[config.mk]
export PLATFORM = sky130hd
export DESIGN_NAME = single_wire_humidity_sensor_reader_top
export DESIGN_NICKNAME = d
export VERILOG_FILES = /design/src/rtl/core/swhr_pkg.sv /design/src/rtl/core/single_wire_humidity_sensor_reader_top.sv /design/src/rtl/core/swhr_ctrl.sv /design/src/rtl/core/swhr_out_stage.sv
export VERILOG_INCLUDE_DIRS = /design/src /design/src/rtl/core
export SDC_FILE = /design/constraint.sdc
export NUM_CORES = 1
export LEC_CHECK = 0
export ABC_CLOCK_PERIOD_IN_PS = 3950
export BUFFER_PORTS_ARGS = -buffer_cell sky130_fd_sc_hd__buf_2
export CAP_MARGIN = 10
export CORE_UTILIZATION = 50
export DETAILED_ROUTE_END_ITERATION = 7
export GPL_TIMING_DRIVEN = 0
export PLACE_DENSITY = 0.71
export SLEW_MARGIN = 10
export SYNTH_ARGS = -nofsm -noshare
export SYNTH_HDL_FRONTEND = slang
export SYNTH_HIERARCHICAL = 1
export SYNTH_SLANG_ARGS = --single-unit
[constraint.sdc]
create_clock -name clk -period 3.95 [get_ports clk]
set_clock_uncertainty 0.15 [all_clocks]
set_input_delay 0.79 -clock clk [delete_from_list [all_inputs] [get_ports clk]]
set_output_delay 0.79 -clock clk [all_outputs]
set_load 0.05 [all_outputs]
[src/rtl/core/single_wire_humidity_sensor_reader_top_macros.svh]
// ----------------------------------------------------------------------------
// Single-wire humidity sensor reader: assertion macros
// Concurrent check helpers clocked on clk and disabled during reset.
// ----------------------------------------------------------------------------
`ifndef SINGLE_WIRE_HUMIDITY_SENSOR_READER_TOP_MACROS_SVH
`define SINGLE_WIRE_HUMIDITY_SENSOR_READER_TOP_MACROS_SVH

`ifndef NO_ASSERTIONS
// same-cycle implication
`define SWHR_ASSERT_IMPLY(lbl, ante, cons) \
    lbl: assert property (@(posedge clk) disable iff (!rst_n) (ante) |-> (cons)) \
        else $error("swhr check failed");
// next-cycle implication
`define SWHR_ASSERT_NEXT(lbl, ante, cons) \
    lbl: assert property (@(posedge clk) disable iff (!rst_n) (ante) |=> (cons)) \
        else $error("swhr check failed");
`else
`define SWHR_ASSERT_IMPLY(lbl, ante, cons)
`define SWHR_ASSERT_NEXT(lbl, ante, cons)
`endif

`endif

[src/rtl/core/swhr_pkg.sv]
// ----------------------------------------------------------------------------
// Single-wire humidity sensor reader package
// Phase codes, register indexes, configuration and result types.
// ----------------------------------------------------------------------------
package swhr_pkg;

    typedef enum logic [2:0] {
        PH_IDLE     = 3'd0,
        PH_LOW      = 3'd1,
        PH_REL      = 3'd2,
        PH_ACK_LOW  = 3'd3,
        PH_ACK_HIGH = 3'd4,
        PH_BIT_HIGH = 3'd5,
        PH_BIT_LOW  = 3'd6,
        PH_DELAY    = 3'd7
    } phase_t;

    localparam int CFG_IDX_W  = 2;
    localparam int CFG_DATA_W = 16;

    localparam logic [CFG_IDX_W-1:0] REG_START_LOW    = 2'd0;
    localparam logic [CFG_IDX_W-1:0] REG_RELEASE      = 2'd1;
    localparam logic [CFG_IDX_W-1:0] REG_TIMEOUT      = 2'd2;
    localparam logic [CFG_IDX_W-1:0] REG_SAMPLE_DELAY = 2'd3;

    localparam logic [15:0] START_LOW_RST    = 16'd20000;
    localparam logic [7:0]  RELEASE_RST      = 8'd30;
    localparam logic [7:0]  TIMEOUT_RST      = 8'd100;
    localparam logic [7:0]  SAMPLE_DELAY_RST = 8'd40;

    localparam logic [5:0] FRAME_BITS = 6'd40;

    typedef struct packed {
        logic [15:0] start_low_ticks;
        logic [7:0]  release_ticks;
        logic [7:0]  timeout_ticks;
        logic [7:0]  sample_delay_ticks;
    } cfg_t;

    typedef struct packed {
        logic       drive_low;
        logic       busy_res;
        logic       done_res;
        logic       read_failed;
        logic       checksum_ok;
        logic [7:0] humidity_int;
        logic [7:0] humidity_frac;
        logic [7:0] temp_int;
        logic [7:0] temp_frac;
        logic       below_zero;
    } result_t;

endpackage

[src/rtl/core/single_wire_humidity_sensor_reader_top.sv]
// ----------------------------------------------------------------------------
// Single-wire humidity sensor reader, top level
// Tick-driven single-wire sensor reader with a result register and a write port.
// ----------------------------------------------------------------------------
// Usage: present one item per microsecond tick on the input channel
// (start_request, line_level). Each transfer advances the read sequence by
// one tick and yields exactly one result on the output channel: line drive,
// busy, done/failed/checksum flags, the held reading and the sign flag, all
// reflecting the state after that tick.
// Latency: the result is valid in the cycle after the input transfer.
// Throughput: one item per clock; the sequencer updates its state on each
// transfer and one result register separates the two channels.
// When the receiver stalls, the result register holds and in_ready drops
// until the pending result is transferred; a result draining in the same
// cycle lets the next item in.
// Reset returns the sequencer to idle, clears the held reading and the sign
// flag, loads the default timing registers and empties the result register.
// Configuration writes (cfg_we, cfg_index, cfg_data) take effect at once and
// belong in idle periods only.
// ----------------------------------------------------------------------------
`include "single_wire_humidity_sensor_reader_top_macros.svh"

module single_wire_humidity_sensor_reader_top
(
    input  logic        clk,
    input  logic        rst_n,
    input  logic        cfg_we,
    input  logic [1:0]  cfg_index,
    input  logic [15:0] cfg_data,
    input  logic        in_valid,
    output logic        in_ready,
    input  logic        start_request,
    input  logic        line_level,
    output logic        out_valid,
    input  logic        out_ready,
    output logic        drive_low,
    output logic        busy_res,
    output logic        done_res,
    output logic        read_failed,
    output logic        checksum_ok,
    output logic [7:0]  humidity_int,
    output logic [7:0]  humidity_frac,
    output logic [7:0]  temp_int,
    output logic [7:0]  temp_frac,
    output logic        below_zero
);

    swhr_pkg::cfg_t    cfg_reg;
    swhr_pkg::result_t res_next;
    swhr_pkg::result_t res;
    logic              tick_en;

    always_ff @(posedge clk or negedge rst_n)
    begin
        if (!rst_n)
        begin
            cfg_reg.start_low_ticks    <= swhr_pkg::START_LOW_RST;
            cfg_reg.release_ticks      <= swhr_pkg::RELEASE_RST;
            cfg_reg.timeout_ticks      <= swhr_pkg::TIMEOUT_RST;
            cfg_reg.sample_delay_ticks <= swhr_pkg::SAMPLE_DELAY_RST;
        end
        else if (cfg_we)
        begin
            case (cfg_index)
                swhr_pkg::REG_START_LOW:    cfg_reg.start_low_ticks    <= cfg_data;
                swhr_pkg::REG_RELEASE:      cfg_reg.release_ticks      <= cfg_data[7:0];
                swhr_pkg::REG_TIMEOUT:      cfg_reg.timeout_ticks      <= cfg_data[7:0];
                swhr_pkg::REG_SAMPLE_DELAY: cfg_reg.sample_delay_ticks <= cfg_data[7:0];
                default:                    cfg_reg <= cfg_reg;
            endcase
        end
    end

    // advance one tick per input transfer
    assign tick_en = in_valid && in_ready;

    swhr_ctrl u_ctrl
    (
        .clk           (clk),
        .rst_n         (rst_n),
        .cfg           (cfg_reg),
        .tick_en       (tick_en),
        .start_request (start_request),
        .line_level    (line_level),
        .res_next      (res_next)
    );

    swhr_out_stage u_out
    (
        .clk       (clk),
        .rst_n     (rst_n),
        .in_valid  (in_valid),
        .in_ready  (in_ready),
        .res_next  (res_next),
        .out_valid (out_valid),
        .out_ready (out_ready),
        .res       (res)
    );

    assign drive_low     = res.drive_low;
    assign busy_res      = res.busy_res;
    assign done_res      = res.done_res;
    assign read_failed   = res.read_failed;
    assign checksum_ok   = res.checksum_ok;
    assign humidity_int  = res.humidity_int;
    assign humidity_frac = res.humidity_frac;
    assign temp_int      = res.temp_int;
    assign temp_frac     = res.temp_frac;
    assign below_zero    = res.below_zero;

    `SWHR_ASSERT_NEXT(a_transfer_gives_result, tick_en, out_valid)
    `SWHR_ASSERT_IMPLY(a_done_ends_busy, out_valid && done_res, !busy_res)
    `SWHR_ASSERT_IMPLY(a_fail_only_with_done, out_valid && read_failed,
                       done_res && !checksum_ok)
    `SWHR_ASSERT_IMPLY(a_drive_only_busy, out_valid && drive_low, busy_res)

endmodule

[src/rtl/core/swhr_ctrl.sv]
// ----------------------------------------------------------------------------
// Single-wire humidity sensor reader: protocol sequencer
// Holds the read state and advances it by one tick per transfer.
// ----------------------------------------------------------------------------
module swhr_ctrl
(
    input  logic             clk,
    input  logic             rst_n,
    input  swhr_pkg::cfg_t   cfg,
    input  logic             tick_en,
    input  logic             start_request,
    input  logic             line_level,
    output swhr_pkg::result_t res_next
);

    swhr_pkg::phase_t phase_reg, phase_next;
    logic [15:0] tick_reg, tick_next;
    logic [5:0]  bit_reg, bit_next;
    logic [39:0] frame_reg, frame_next;
    logic [31:0] held_reg, held_next;
    logic        sign_reg, sign_next;

    logic [16:0] tick_inc;
    logic [39:0] frame_shifted;
    logic [5:0]  bit_inc;
    logic [7:0]  byte_sum;
    logic        done, failed, ok;
    logic        line_match;

    always_ff @(posedge clk or negedge rst_n)
    begin
        if (!rst_n)
        begin
            phase_reg <= swhr_pkg::PH_IDLE;
            tick_reg  <= '0;
            bit_reg   <= '0;
            frame_reg <= '0;
            held_reg  <= '0;
            sign_reg  <= 1'b0;
        end
        else if (tick_en)
        begin
            phase_reg <= phase_next;
            tick_reg  <= tick_next;
            bit_reg   <= bit_next;
            frame_reg <= frame_next;
            held_reg  <= held_next;
            sign_reg  <= sign_next;
        end
    end

    assign tick_inc      = {1'b0, tick_reg} + 17'd1;
    assign frame_shifted = {frame_reg[38:0], line_level};
    assign bit_inc       = bit_reg + 6'd1;
    assign byte_sum      = frame_shifted[39:32] + frame_shifted[31:24]
                         + frame_shifted[23:16] + frame_shifted[15:8];

    always_comb
    begin
        phase_next = phase_reg;
        tick_next  = tick_reg;
        bit_next   = bit_reg;
        frame_next = frame_reg;
        held_next  = held_reg;
        sign_next  = sign_reg;
        done       = 1'b0;
        failed     = 1'b0;
        ok         = 1'b0;
        line_match = 1'b0;

        case (phase_reg)
            swhr_pkg::PH_IDLE:
            begin
                if (start_request)
                begin
                    phase_next = swhr_pkg::PH_LOW;
                    tick_next  = '0;
                end
            end
            swhr_pkg::PH_LOW:
            begin
                tick_next = tick_inc[15:0];
                if (tick_inc >= {1'b0, cfg.start_low_ticks})
                begin
                    phase_next = swhr_pkg::PH_REL;
                    tick_next  = '0;
                end
            end
            swhr_pkg::PH_REL:
            begin
                tick_next = tick_inc[15:0];
                if (tick_inc >= {9'd0, cfg.release_ticks})
                begin
                    phase_next = swhr_pkg::PH_ACK_LOW;
                    tick_next  = '0;
                end
            end
            swhr_pkg::PH_ACK_LOW, swhr_pkg::PH_ACK_HIGH:
            begin
                line_match = (line_level == (phase_reg == swhr_pkg::PH_ACK_HIGH));
                if (line_match)
                begin
                    phase_next = (phase_reg == swhr_pkg::PH_ACK_LOW)
                               ? swhr_pkg::PH_ACK_HIGH : swhr_pkg::PH_BIT_HIGH;
                    tick_next  = '0;
                end
                else
                begin
                    tick_next = tick_inc[15:0];
                    if (tick_inc >= {9'd0, cfg.timeout_ticks})
                    begin
                        // sensor never answered: abort
                        phase_next = swhr_pkg::PH_IDLE;
                        tick_next  = '0;
                        done       = 1'b1;
                        failed     = 1'b1;
                    end
                end
            end
            swhr_pkg::PH_BIT_HIGH, swhr_pkg::PH_BIT_LOW:
            begin
                line_match = (line_level == (phase_reg == swhr_pkg::PH_BIT_LOW));
                tick_next  = tick_inc[15:0];
                // a timeout here just advances as if the edge came
                if (line_match || (tick_inc >= {9'd0, cfg.timeout_ticks}))
                begin
                    phase_next = (phase_reg == swhr_pkg::PH_BIT_HIGH)
                               ? swhr_pkg::PH_BIT_LOW : swhr_pkg::PH_DELAY;
                    tick_next  = '0;
                end
            end
            swhr_pkg::PH_DELAY:
            begin
                tick_next = tick_inc[15:0];
                if (tick_inc >= {9'd0, cfg.sample_delay_ticks})
                begin
                    tick_next  = '0;
                    frame_next = frame_shifted;
                    bit_next   = bit_inc;
                    if (bit_inc >= swhr_pkg::FRAME_BITS)
                    begin
                        if (byte_sum == frame_shifted[7:0])
                        begin
                            held_next = frame_shifted[39:8];
                            ok        = 1'b1;
                        end
                        sign_next  = frame_shifted[31];
                        done       = 1'b1;
                        phase_next = swhr_pkg::PH_IDLE;
                        bit_next   = '0;
                    end
                    else
                    begin
                        phase_next = swhr_pkg::PH_BIT_HIGH;
                    end
                end
            end
            default:
            begin
                phase_next = swhr_pkg::PH_IDLE;
            end
        endcase

        // clear the frame on a fresh start
        if ((phase_next == swhr_pkg::PH_LOW) && (tick_next == '0))
        begin
            bit_next   = '0;
            frame_next = '0;
        end
    end

    always_comb
    begin
        res_next.drive_low     = (phase_next == swhr_pkg::PH_LOW);
        res_next.busy_res      = (phase_next != swhr_pkg::PH_IDLE);
        res_next.done_res      = done;
        res_next.read_failed   = failed;
        res_next.checksum_ok   = ok;
        res_next.humidity_int  = held_next[31:24];
        res_next.humidity_frac = held_next[23:16];
        res_next.temp_int      = held_next[15:8];
        res_next.temp_frac     = held_next[7:0];
        res_next.below_zero    = sign_next;
    end

endmodule

[src/rtl/core/swhr_out_stage.sv]
// ----------------------------------------------------------------------------
// Single-wire humidity sensor reader: result register
// Holds one result until transferred; refills in the cycle it drains.
// ----------------------------------------------------------------------------
module swhr_out_stage
(
    input  logic              clk,
    input  logic              rst_n,
    input  logic              in_valid,
    output logic              in_ready,
    input  swhr_pkg::result_t res_next,
    output logic              out_valid,
    input  logic              out_ready,
    output swhr_pkg::result_t res
);

    logic              valid_reg;
    swhr_pkg::result_t res_reg;
    logic              load;

    assign in_ready = !valid_reg || out_ready;
    assign load     = in_valid && in_ready;

    always_ff @(posedge clk or negedge rst_n)
    begin
        if (!rst_n)
        begin
            valid_reg <= 1'b0;
        end
        else if (load)
        begin
            valid_reg <= 1'b1;
        end
        else if (out_ready)
        begin
            valid_reg <= 1'b0;
        end
    end

    always_ff @(posedge clk)
    begin
        if (load)
        begin
            res_reg <= res_next;
        end
    end

    assign out_valid = valid_reg;
    assign res       = res_reg;

endmodule

# After elaboration in Yosys (flattened, before gate mapping)
# Cells that the tools add are included.
totals:
  register_bits: 176
  latchBits: 0
  ramBits: 0
  romBits: 0
  inputBits: 25
  output_inout_bits: 40
  wordCells: 106
  memories: 0
classes:
  add_sub_neg: 5
  n_mul: 0
  div: 0
  magnitude_cmp: 5
  n_eq_ne: 14
  shift: 0
  mux: 41
  n_bitwise: 0
  reduce_logical: 20
op_table:
  columns: ["operator", "count"]
  rows:
  - ["$mux 32", 4]
  - ["$mux 39", 3]
  - ["$mux 16", 7]
  - ["$pmux 16 s6", 1]
  - ["$ge 17x8->1", 3]
  - ["$add 8x8->8", 3]
  - ["$mux 3", 8]
  - ["$mux 6", 4]
  - ["$pmux 3 s6", 1]
  - ["$add 16x1->17 const B", 1]
  - ["$ge 17x16->1", 1]
  - ["$logic_not 16->1", 1]
  - ["$eq 3x3->1 const B", 4]
  - ["$mux 1", 12]
  - ["$eq 8x8->1", 1]
  - ["$reduce_and 2->1", 4]
  - ["$add 6x1->6 const B", 1]
  - ["$eq 3x1->1 const B", 2]
  - ["$eq 3x2->1 const B", 2]
  - ["$ge 6x6->1 const B", 1]
  - ["$reduce_and 3->1", 2]
  - ["$reduce_bool 2->1", 3]
  - ["$eq 2x2->1 const B", 2]
  - ["$reduce_or 2->1", 2]
  - ["other kinds (9)", 12]

# Longest topological paths before layout
# Gate-level depths: netlist (run 1).
depth:
  ltp_word: 9
  depth_mapped: 16
  depth_no_buf: 15

# Cells and area by module
# Netlist (run 1), hierarchy kept.
by_module_without_submodules:
  columns: ["module", "instances", "cells_per_inst", "area_each_um2", "seq_area_each_um2"]
  rows:
  - ["swhr_ctrl", 1, 743, 7048.0, 2427.3]
  - ["single_wire_humidity_sensor_reader_top", 1, 86, 1525.2, 1018.5]
  - ["swhr_out_stage", 1, 42, 1194.9, 1166.1]

# Worst setup path before layout (run 1)
# No wires, ideal clock.
synth_path:
  path_type: "register to register"
  startpoint: "register u_ctrl.frame_reg[8]"
  endpoint: "register u_out.res_reg (netlist bit u_out/res[10]), data pin"
  setup_time_ns: 0.260
  arrival_ns: 3.703
  required_ns: 3.540
  path_slack_ns: -0.163
  stages_incl_launch_ff: 12
  n_path_buf: 1
  period_less_slack_ns: 4.113
  cell_sequence: "dfrtp_1 fa_1 fa_1 ha_1 inv_1 fa_1 xor2_1 nand3_1 or4_1 nor4_4 buf_2 mux2_2"
synth_lines:
  columns: ["item", "line_no", "source"]
  rows:
  - ["from (decl)", "swhr_ctrl.sv:19", "logic [39:0] frame_reg, frame_next;"]
  - ["from (signal assigned)", "swhr_ctrl.sv:46", "frame_reg <= frame_next;"]
  - ["to (signal assigned)", "swhr_out_stage.sv:44", "res_reg <= res_next;"]
  - ["to (decl)", "swhr_out_stage.sv:18", "swhr_pkg::result_t res_reg;"]

==> key figures, run 1 <==
Outcome
  • Outcome: finished, violations left
  • Failing checks: negative setup slack

Synthesis
  • Post-synthesis mux area share: 0.134
  • Largest cells by area after synthesis: dfrtp_1 32%, edfxtp_1 12%, mux2_2 8.6%, ha_1 6.4%, mux2_4 4.6%
  • Main combinational cell family by area after synthesis: multiplexers
  • Post-synth top area cell: dfrtp_1
  • Avg Cell Area, Syn: 11.2 sq um
  • Adder-Cell Fraction of Synth Area: 0.0927
  • Syn Inst Count: 871
  • FF+latch count, synth: 176
  • Post-Synth XOR/XNOR Area: 0.0286
  • Top FF cell, synth: dfrtp_1
  • Synth Warn #: 6
  • Synth Area in Simple Gates: 0.126
  • Net count after synthesis: 960
  • Compound-cell area share of the yosys netlist: 0.104
  • Synth async-reset ratio: 0.784
  • Sequential fraction of the synthesis area: 0.472
  • Yosys top cell area share: 0.318
  • Cell variety after synth: 74
  • Post-synth EDFFs: 38
  • Synth Cell Area: 9770 sq um

Placed design
  • Port buffer count: 63
  • Post-DP HPWL: 14.9 mm
  • Area of placed instances: 10500 sq um
  • RePlAce Congestion: 0.920
  • Dpl cells: 1195

Finish
  • Final Cell Area: 12200 sq um
  • Area Overhead vs Synth: 25.0%
  • Final std cells w/o fill: about 1300
  • Max FFs per register: 40
  • Final net count: 1089
  • Layout cells sized above 1: 0.390
  • Diodes inserted: 0
  • Most frequent cells in the layout: 117 x nand2_1, 113 x dfrtp_1, 64 x buf_2, 58 x mux2_4, 54 x inv_1
  • Most common cell after layout, fill and taps aside: nand2_1

Drt
  • Routed Antenna Nets: 0
  • Drt drc: 0
  • WL/cell: 18.2 microns
  • Vias per std cell: 5.66
  • Via count: 7208
  • DRT iter0 DRCs: 542
  • Detailed Route WL: around 23 mm
  • Pre-antenna DRT Iters: 5

Timing
  • Slack of the critical path: -0.306 ns
  • Final hold vios: 0
  • Slew HR: 0.544
  • Final worst-path cycle share: 1.08
  • Final setup viols: 105
  • Maximum achievable frequency: 235 MHz
  • RSZ-0062 raised after global routing: true
  • Worst-Margin Slew: a little under 0.7 ns
  • Slew Limit Fails: 0
  • Fin crit period: 4.26 ns

Global route
  • Number of global-route vias before repair: 7337
  • Overflow after GRT: 0
  • First-pass GRT wire length: 37.4 mm
  • Initial antenna violation count: 0
  • GRT Total Usage: 0.240
  • Largest net degree at the start of global routing: approximately 90

Critical path
  • Worst EP arrival: approximately 4.3 ns
  • Crit-path slowest cell: fa_1
  • Max incr delay on CP: roughly 0.54 ns
  • Max FO, Critical Path: 10
  • Critical Path End Type: flip-flop
  • Critical Path Most Common Cell: fa_1
  • Startpoint types: flip-flop
  • Type of the worst setup path: flip-flop to flip-flop
  • Worst endpoint required time: approximately 4 ns
  • Worst path cell trace: fa_1 > fa_1 > ha_2 > inv_2 > fa_1 > nor2b_1 > o21ai_0 > nand2b_1 > xnor2_1 > or4_4 > nor4_4 > buf_6 > buf_12 > mux2_2

Floorplan
  • Die W: between 100 and 150 microns
  • Initial Util: 0.515
  • Die Y: 142 microns
  • Die ar.: 20100 sq um
  • Core Region: 19000 sq um
  • Num ports: 65
  • FP Rows: 50

Clock tree
  • TritonCTS Buffers: 17
  • CTS tree: yes
  • Clock-pin slew on the worst setup and hold paths: 0.09 ns
  • Clock root buffer: clkbuf_16
  • Clk sinks: 176
  • H-tree lvl count: 4
  • Clock Tree Buf Depth: 2
  • Worst-skew pair later-pin latency: 0.44 ns

Worst hold path
  • Hold/Removal Path Class: primary input to async pin

Power
  • PwrDens: 434 nW/um^2
  • Leakage Power: 0.00565 uW
  • P_sw: 1810 uW
  • Clock power frac: 0.331
  • Logic pwr share: 0.268
  • Sw Ratio: 0.342
  • Seq pwr share: 0.401
  • Max IR drop VDD: approximately 0.34 mV
  • Internal: 3490 uW

Run
  • MaxCap Viol Count: 0
synthesized netlist by cell type, types with 7 or more instances:
| library cell | instances |
|---|---|
| mux2_2 | 75 |
| xor2_1 | 8 |
| nor2_1 | 19 |
| nand4_1 | 10 |
| dfstp_2 | 14 |
| nand3_1 | 13 |
| clkbuf_1 | 20 |
| inv_1 | 56 |
| ha_1 | 50 |
| fa_1 | 14 |
| a21o_1 | 8 |
| edfxtp_1 | 38 |
| dfrtp_1 | 124 |
| xnor2_1 | 22 |
| mux2_4 | 30 |
| a21oi_1 | 66 |
| o21ai_0 | 31 |
| nand2b_1 | 7 |
| nor3_1 | 13 |
| nand2_1 | 118 |
| buf_2 | 12 |
| nor4_1 | 12 |
cell families (layout without fill, tap and decap cells):
kind of cell | count (synthesis) | in the layout
simple gates | 237 | 237
xor+xnor | 31 | 31
flops | 176 | 176
compound gates | 161 | 161
fa+ha+maj | 64 | 64
mux | 106 | 106
buf+inv | 96 | 238
metal layers:
layer,track usage,up-vias,wire (microns)
li1,-,3361,-
met1,0.299,3593,9990
met2,0.411,194,11700
met3,0.0435,60,760
met4,0.101,0,694
met5,0,-,0
worst max-delay path, delay by kind of cell (launching register included):
| kind | cells | cell delay [ns] |
|---|---|---|
| buffers and inverters | 3 | 0.39 |
| flip-flops | 1 | 0.43 |
| multiplexers | 1 | 0.33 |
| AO/OA/AOI/OAI | 1 | 0.08 |
| AND/OR/NAND/NOR | 4 | 0.90 |
| adder cells (fa/ha/maj) | 4 | 1.64 |
| XOR/XNOR | 1 | 0.08 |
power groups by stage:
stage                     clock network (uW)  registers (uW)  logic [uW]
after detailed placement                   0            2170        1110
after global routing                    1870            2140        1560
final                                   1750            2120        1420
after floorplan                            0            2190         760
after CTS                               1790            2120        1290
after global placement                     0            2160        1080
worst paths after layout:
check                                     start             endpoint  slack [ns]  depth (start not counted)
max                        u_ctrl/frame_reg[16]         u_out/res[3]       -0.31                         14
min                                       rst_n  u_ctrl/held_reg[29]        0.14                          1
max reg2reg                u_ctrl/frame_reg[16]         u_out/res[3]       -0.31                         14
min reg2reg                         cfg_reg[23]          cfg_reg[23]        0.36                          1
max in group asynchronous                 rst_n          cfg_reg[18]        2.67                          2
min in group clk                    cfg_reg[23]          cfg_reg[23]        0.36                          1
timing repair:
action,in CTS,in global routing
hold endpoints to repair,0,0
gates cloned,5,2
pin swaps,21,20
hold buffers,0,0
setup buffers,26,13
gates resized for setup,133,53
endpoints found under the setup margin,131,128
metrics by stage:
step                      hold WS, ns  worst slack, ns  total power, uW   util  setup TNS (ns)
final                           0.142           -0.306             5300  0.644          -19.97
after global routing            0.175           -0.356             5570  0.644          -28.75
after CTS                       0.150           -0.404             5200  0.624          -25.90
after detailed placement        0.341            -1.01             3280  0.552          -94.10
after global placement          0.335            -1.03             3240  0.550         -101.76
after floorplan                 0.325           -0.121             2950      -           -4.77
layout make-up:
class	count	area, sq um
sequential	176	4630
buffer	40	309
tap	260	325
timing repair buffer	110	787
multi-input combinational	599	5330
inverter	56	210
fill	1430	6750
clock inverter	15	198
clock buffer	17	425
Power figures use the tool's default switching activity.
==> run 2: changes to the inputs <==
ABC_AREA = 1   (was default)
CORE_MARGIN = 5   (was default)
==> run 2 against run 1 <==
The flow still finishes with violations (negative setup slack). Highest routed layer unchanged. Core utilization is 2.5 points lower. Fmax is 3.5% higher. Largest power group unchanged. Sequential share of layout area is 0.27 points higher. Non-clock buffer count increased by 2. Global-route usage decreased by 1.3 points. Sequential cell count unchanged. First-iteration DRC count fell by 7.0%. Hold slack got worse by 0.0086 ns. Area after synthesis grew 2.3%. Combinational power rose by 44%.
==> key figures, run 2 <==
Clock tree
  • # hold bufs at CTS: 0
  • Clk sinks: between 150 and 200
  • Worst-skew pair later-pin latency: between 0.4 and 0.5 ns
  • CTS tree: yes
  • TritonCTS Buffers: 17
  • H-tree lvl count: 4
  • Clock root buffer: clkbuf_16
  • Clock-pin slew on the worst setup and hold paths: 0.08 ns
  • Clock Tree Buf Depth: 2

Run
  • MaxCap Viol Count: 0

Timing
  • Maximum achievable frequency: 243 MHz
  • Final setup viols: 103
  • Fin crit period: 4.11 ns
  • Slew HR: 0.401
  • Worst-Margin Slew: 0.898 ns
  • RSZ-0062 raised after global routing: true
  • Final hold vios: 0
  • Final worst-path cycle share: 1.04
  • Slew Limit Fails: 0
  • Slack of the critical path: -0.163 ns

Synthesis
  • Net count after synthesis: 1285
  • Post-synth top area cell: dfrtp_1
  • Largest cells by area after synthesis: dfrtp_1 31%, nand2_1 14%, edfxtp_1 11%, ha_1 6.3%, inv_1 5.1%
  • Synth Warn #: 6
  • Syn Inst Count: 1196
  • Synth Cell Area: 10000 sq um
  • Synth async-reset ratio: 0.784
  • Yosys top cell area share: 0.310
  • Post-synth EDFFs: 38
  • Avg Cell Area, Syn: 8.36 sq um
  • Commonest cells post-synth: 368 x nand2_1, 136 x inv_1, 124 x dfrtp_1, 100 x o21ai_0, 77 x nand4_1
  • Top FF cell, synth: dfrtp_1
  • Cell variety after synth: 41
  • FF+latch count, synth: 176
  • Sequential fraction of the synthesis area: 0.461
  • Most common cell in the netlist: nand2_1

Drt
  • Drt drc: 0
  • Pre-antenna DRT Iters: 5
  • Routed Antenna Nets: 0
  • Detailed Route WL: 25.4 mm
  • Vias per std cell: 5.34
  • Via count: 8513
  • WL/cell: 15.9 microns
  • DRT iter0 DRCs: slightly above 500

Placed design
  • Port buffer count: 62
  • Post-DP HPWL: 17.9 mm
  • Post-place setup slack: -0.721 ns
  • RePlAce Congestion: around 0.9
  • Dpl cells: 1525

Global route
  • Number of global-route vias before repair: 8250
  • Initial antenna violation count: 0
  • GRT Total Usage: 0.227
  • Largest net degree at the start of global routing: 75
  • Overflow after GRT: 0
  • First-pass GRT wire length: 40.9 mm

Outcome
  • Failing checks: negative setup slack
  • Outcome: finished, violations left

Worst hold path
  • Hold/Removal Path Class: primary input to async pin

Finish
  • Final std cells w/o fill: 1594
  • Area Overhead vs Synth: 21.3%
  • Most frequent cells in the layout: 351 x nand2_1, 130 x inv_1, 112 x dfrtp_1, 77 x nand4_1, 66 x buf_2
  • Final net count: between 1000 and 1500
  • Area occupied by multi-input gates: 5000 sq um
  • Most common cell after layout, fill and taps aside: nand2_1
  • FF+latch area: ~4600 sq um
  • Max FFs per register: 40
  • Diodes inserted: 0
  • Layout cells sized above 1: 0.238
  • Fillers: 1662

Critical path
  • Critical Path End Type: flip-flop
  • Type of the worst setup path: flip-flop to flip-flop
  • Startpoint types: flip-flop
  • R2r setup slk: -0.16 ns
  • Register-to-Register Path Depth: 18
  • Worst endpoint required time: 4.00 ns
  • Worst EP arrival: about 4.2 ns
  • Worst R2R Start: u_ctrl/frame_reg[16]
  • Max FO, Critical Path: 6
  • Reg-to-reg endpoint: u_out/res[24]

Floorplan
  • Initial Util: 0.510
  • Num ports: 65
  • Die Y: 151 microns
  • FP Rows: 51
  • Core Region: 19600 sq um
  • Die W: 151 microns
  • Die ar.: approximately 23000 sq um

Power
  • Max IR drop VDD: 0.307 mV
  • PwrDens: 495 nW/um^2
  • Total design power: 6010 uW
  • Leakage Power: 0.00605 uW
[run 2: cell count changes after synthesis, sizes merged, moves of 16 or more]
cell | before | now
o21ai | 32 | 105
nor2 | 19 | 75
inv | 56 | 141
xnor2 | 22 | 6
mux2 | 105 | 0
a21oi | 66 | 29
nand3 | 14 | 52
nand2 | 119 | 377
nand4 | 13 | 77
[run 2: worst max-delay path: stages, from the launching register on]
cell     delay (ns)
dfrtp_2        0.43
fa_1           0.53
fa_1           0.53
ha_2           0.19
inv_2          0.04
fa_2           0.35
o21ai_2        0.18
nand2_1        0.07
nand2_1        0.08
a21oi_2        0.05
xor2_1         0.17
xor2_1         0.16
nor4_2         0.17
and2_4         0.19
nand2_4        0.07
buf_4          0.16
buf_4          0.16
o21ai_2        0.13
inv_1          0.06
[run 2: how the worst max path moves through the flow]
stage                                     from             endpoint  slack [ns]  cells after the start
after floorplan            u_ctrl/frame_reg[8]        u_out/res[12]        0.02                     19
after global placement      u_ctrl/tick_reg[0]  u_ctrl/frame_reg[8]       -0.69                     29
after detailed placement   u_ctrl/frame_reg[8]  u_ctrl/held_reg[28]       -0.72                     19
after CTS                 u_ctrl/frame_reg[24]  u_ctrl/held_reg[16]       -0.28                     21
after global routing      u_ctrl/frame_reg[16]  u_ctrl/held_reg[17]       -0.30                     21
final                     u_ctrl/frame_reg[16]        u_out/res[24]       -0.16                     18
[run 2: kinds of logic (layout without fill, tap and decap cells)]
kind of cell,count (synthesis),after routing,synth area share
and+or+nand+nor,590,590,0.264
buffers and inverters,192,325,0.0824
DFF,176,176,0.461
AOI/OAI and AO/OA,147,147,0.0780
adders and majority gates,64,64,0.0906
xor gates and xnor gates,27,27,0.0237
[run 2: routing by layer]
layer	GRT usage	share of wire	vias to the layer above
met3	0.0440	0.046	62
met4	0.109	0.037	0
li1	-	-	4151
met5	0	0	-
met2	0.381	0.49	246
met1	0.282	0.42	4054
[run 2: area by class of cell]
class / count / area share
inverter: 141 / 0.0449
tap: 265 / 0.0273
sequential: 176 / 0.382
clock inverter: 15 / 0.0150
clock buffer: 17 / 0.0351
multi-input combinational: 828 / 0.413
timing repair buffer: 102 / 0.0552
buffer: 50 / 0.0283
[run 2: report_power, final]
group          internal [uW]  switching [uW]
Sequential              2130             126
Clock                    860             849
Combinational            711            1340
Total                   3700            2310
[run 2: metrics by stage]
step | instance area (sq um) | TNS [ns] | utilization | hold slack, ns
after global placement | 10600 | -87.90 | 0.544 | 0.302
after detailed placement | 10700 | -68.66 | 0.547 | 0.303
after floorplan | 10000 | 0 | - | 0.292
after global routing | 12100 | -24.14 | 0.619 | 0.154
final | 12100 | -7.13 | 0.619 | 0.133
after CTS | 11700 | -20.55 | 0.597 | 0.132
[run 2: what timing repair did]
item                                    4_1_cts  5_1_grt
resized for setup                            88      112
endpoints found under the setup margin      110      110
pin swaps                                    16       25
buffers inserted                             17       16
endpoints found under the hold margin         0        0
cloned                                        7        0
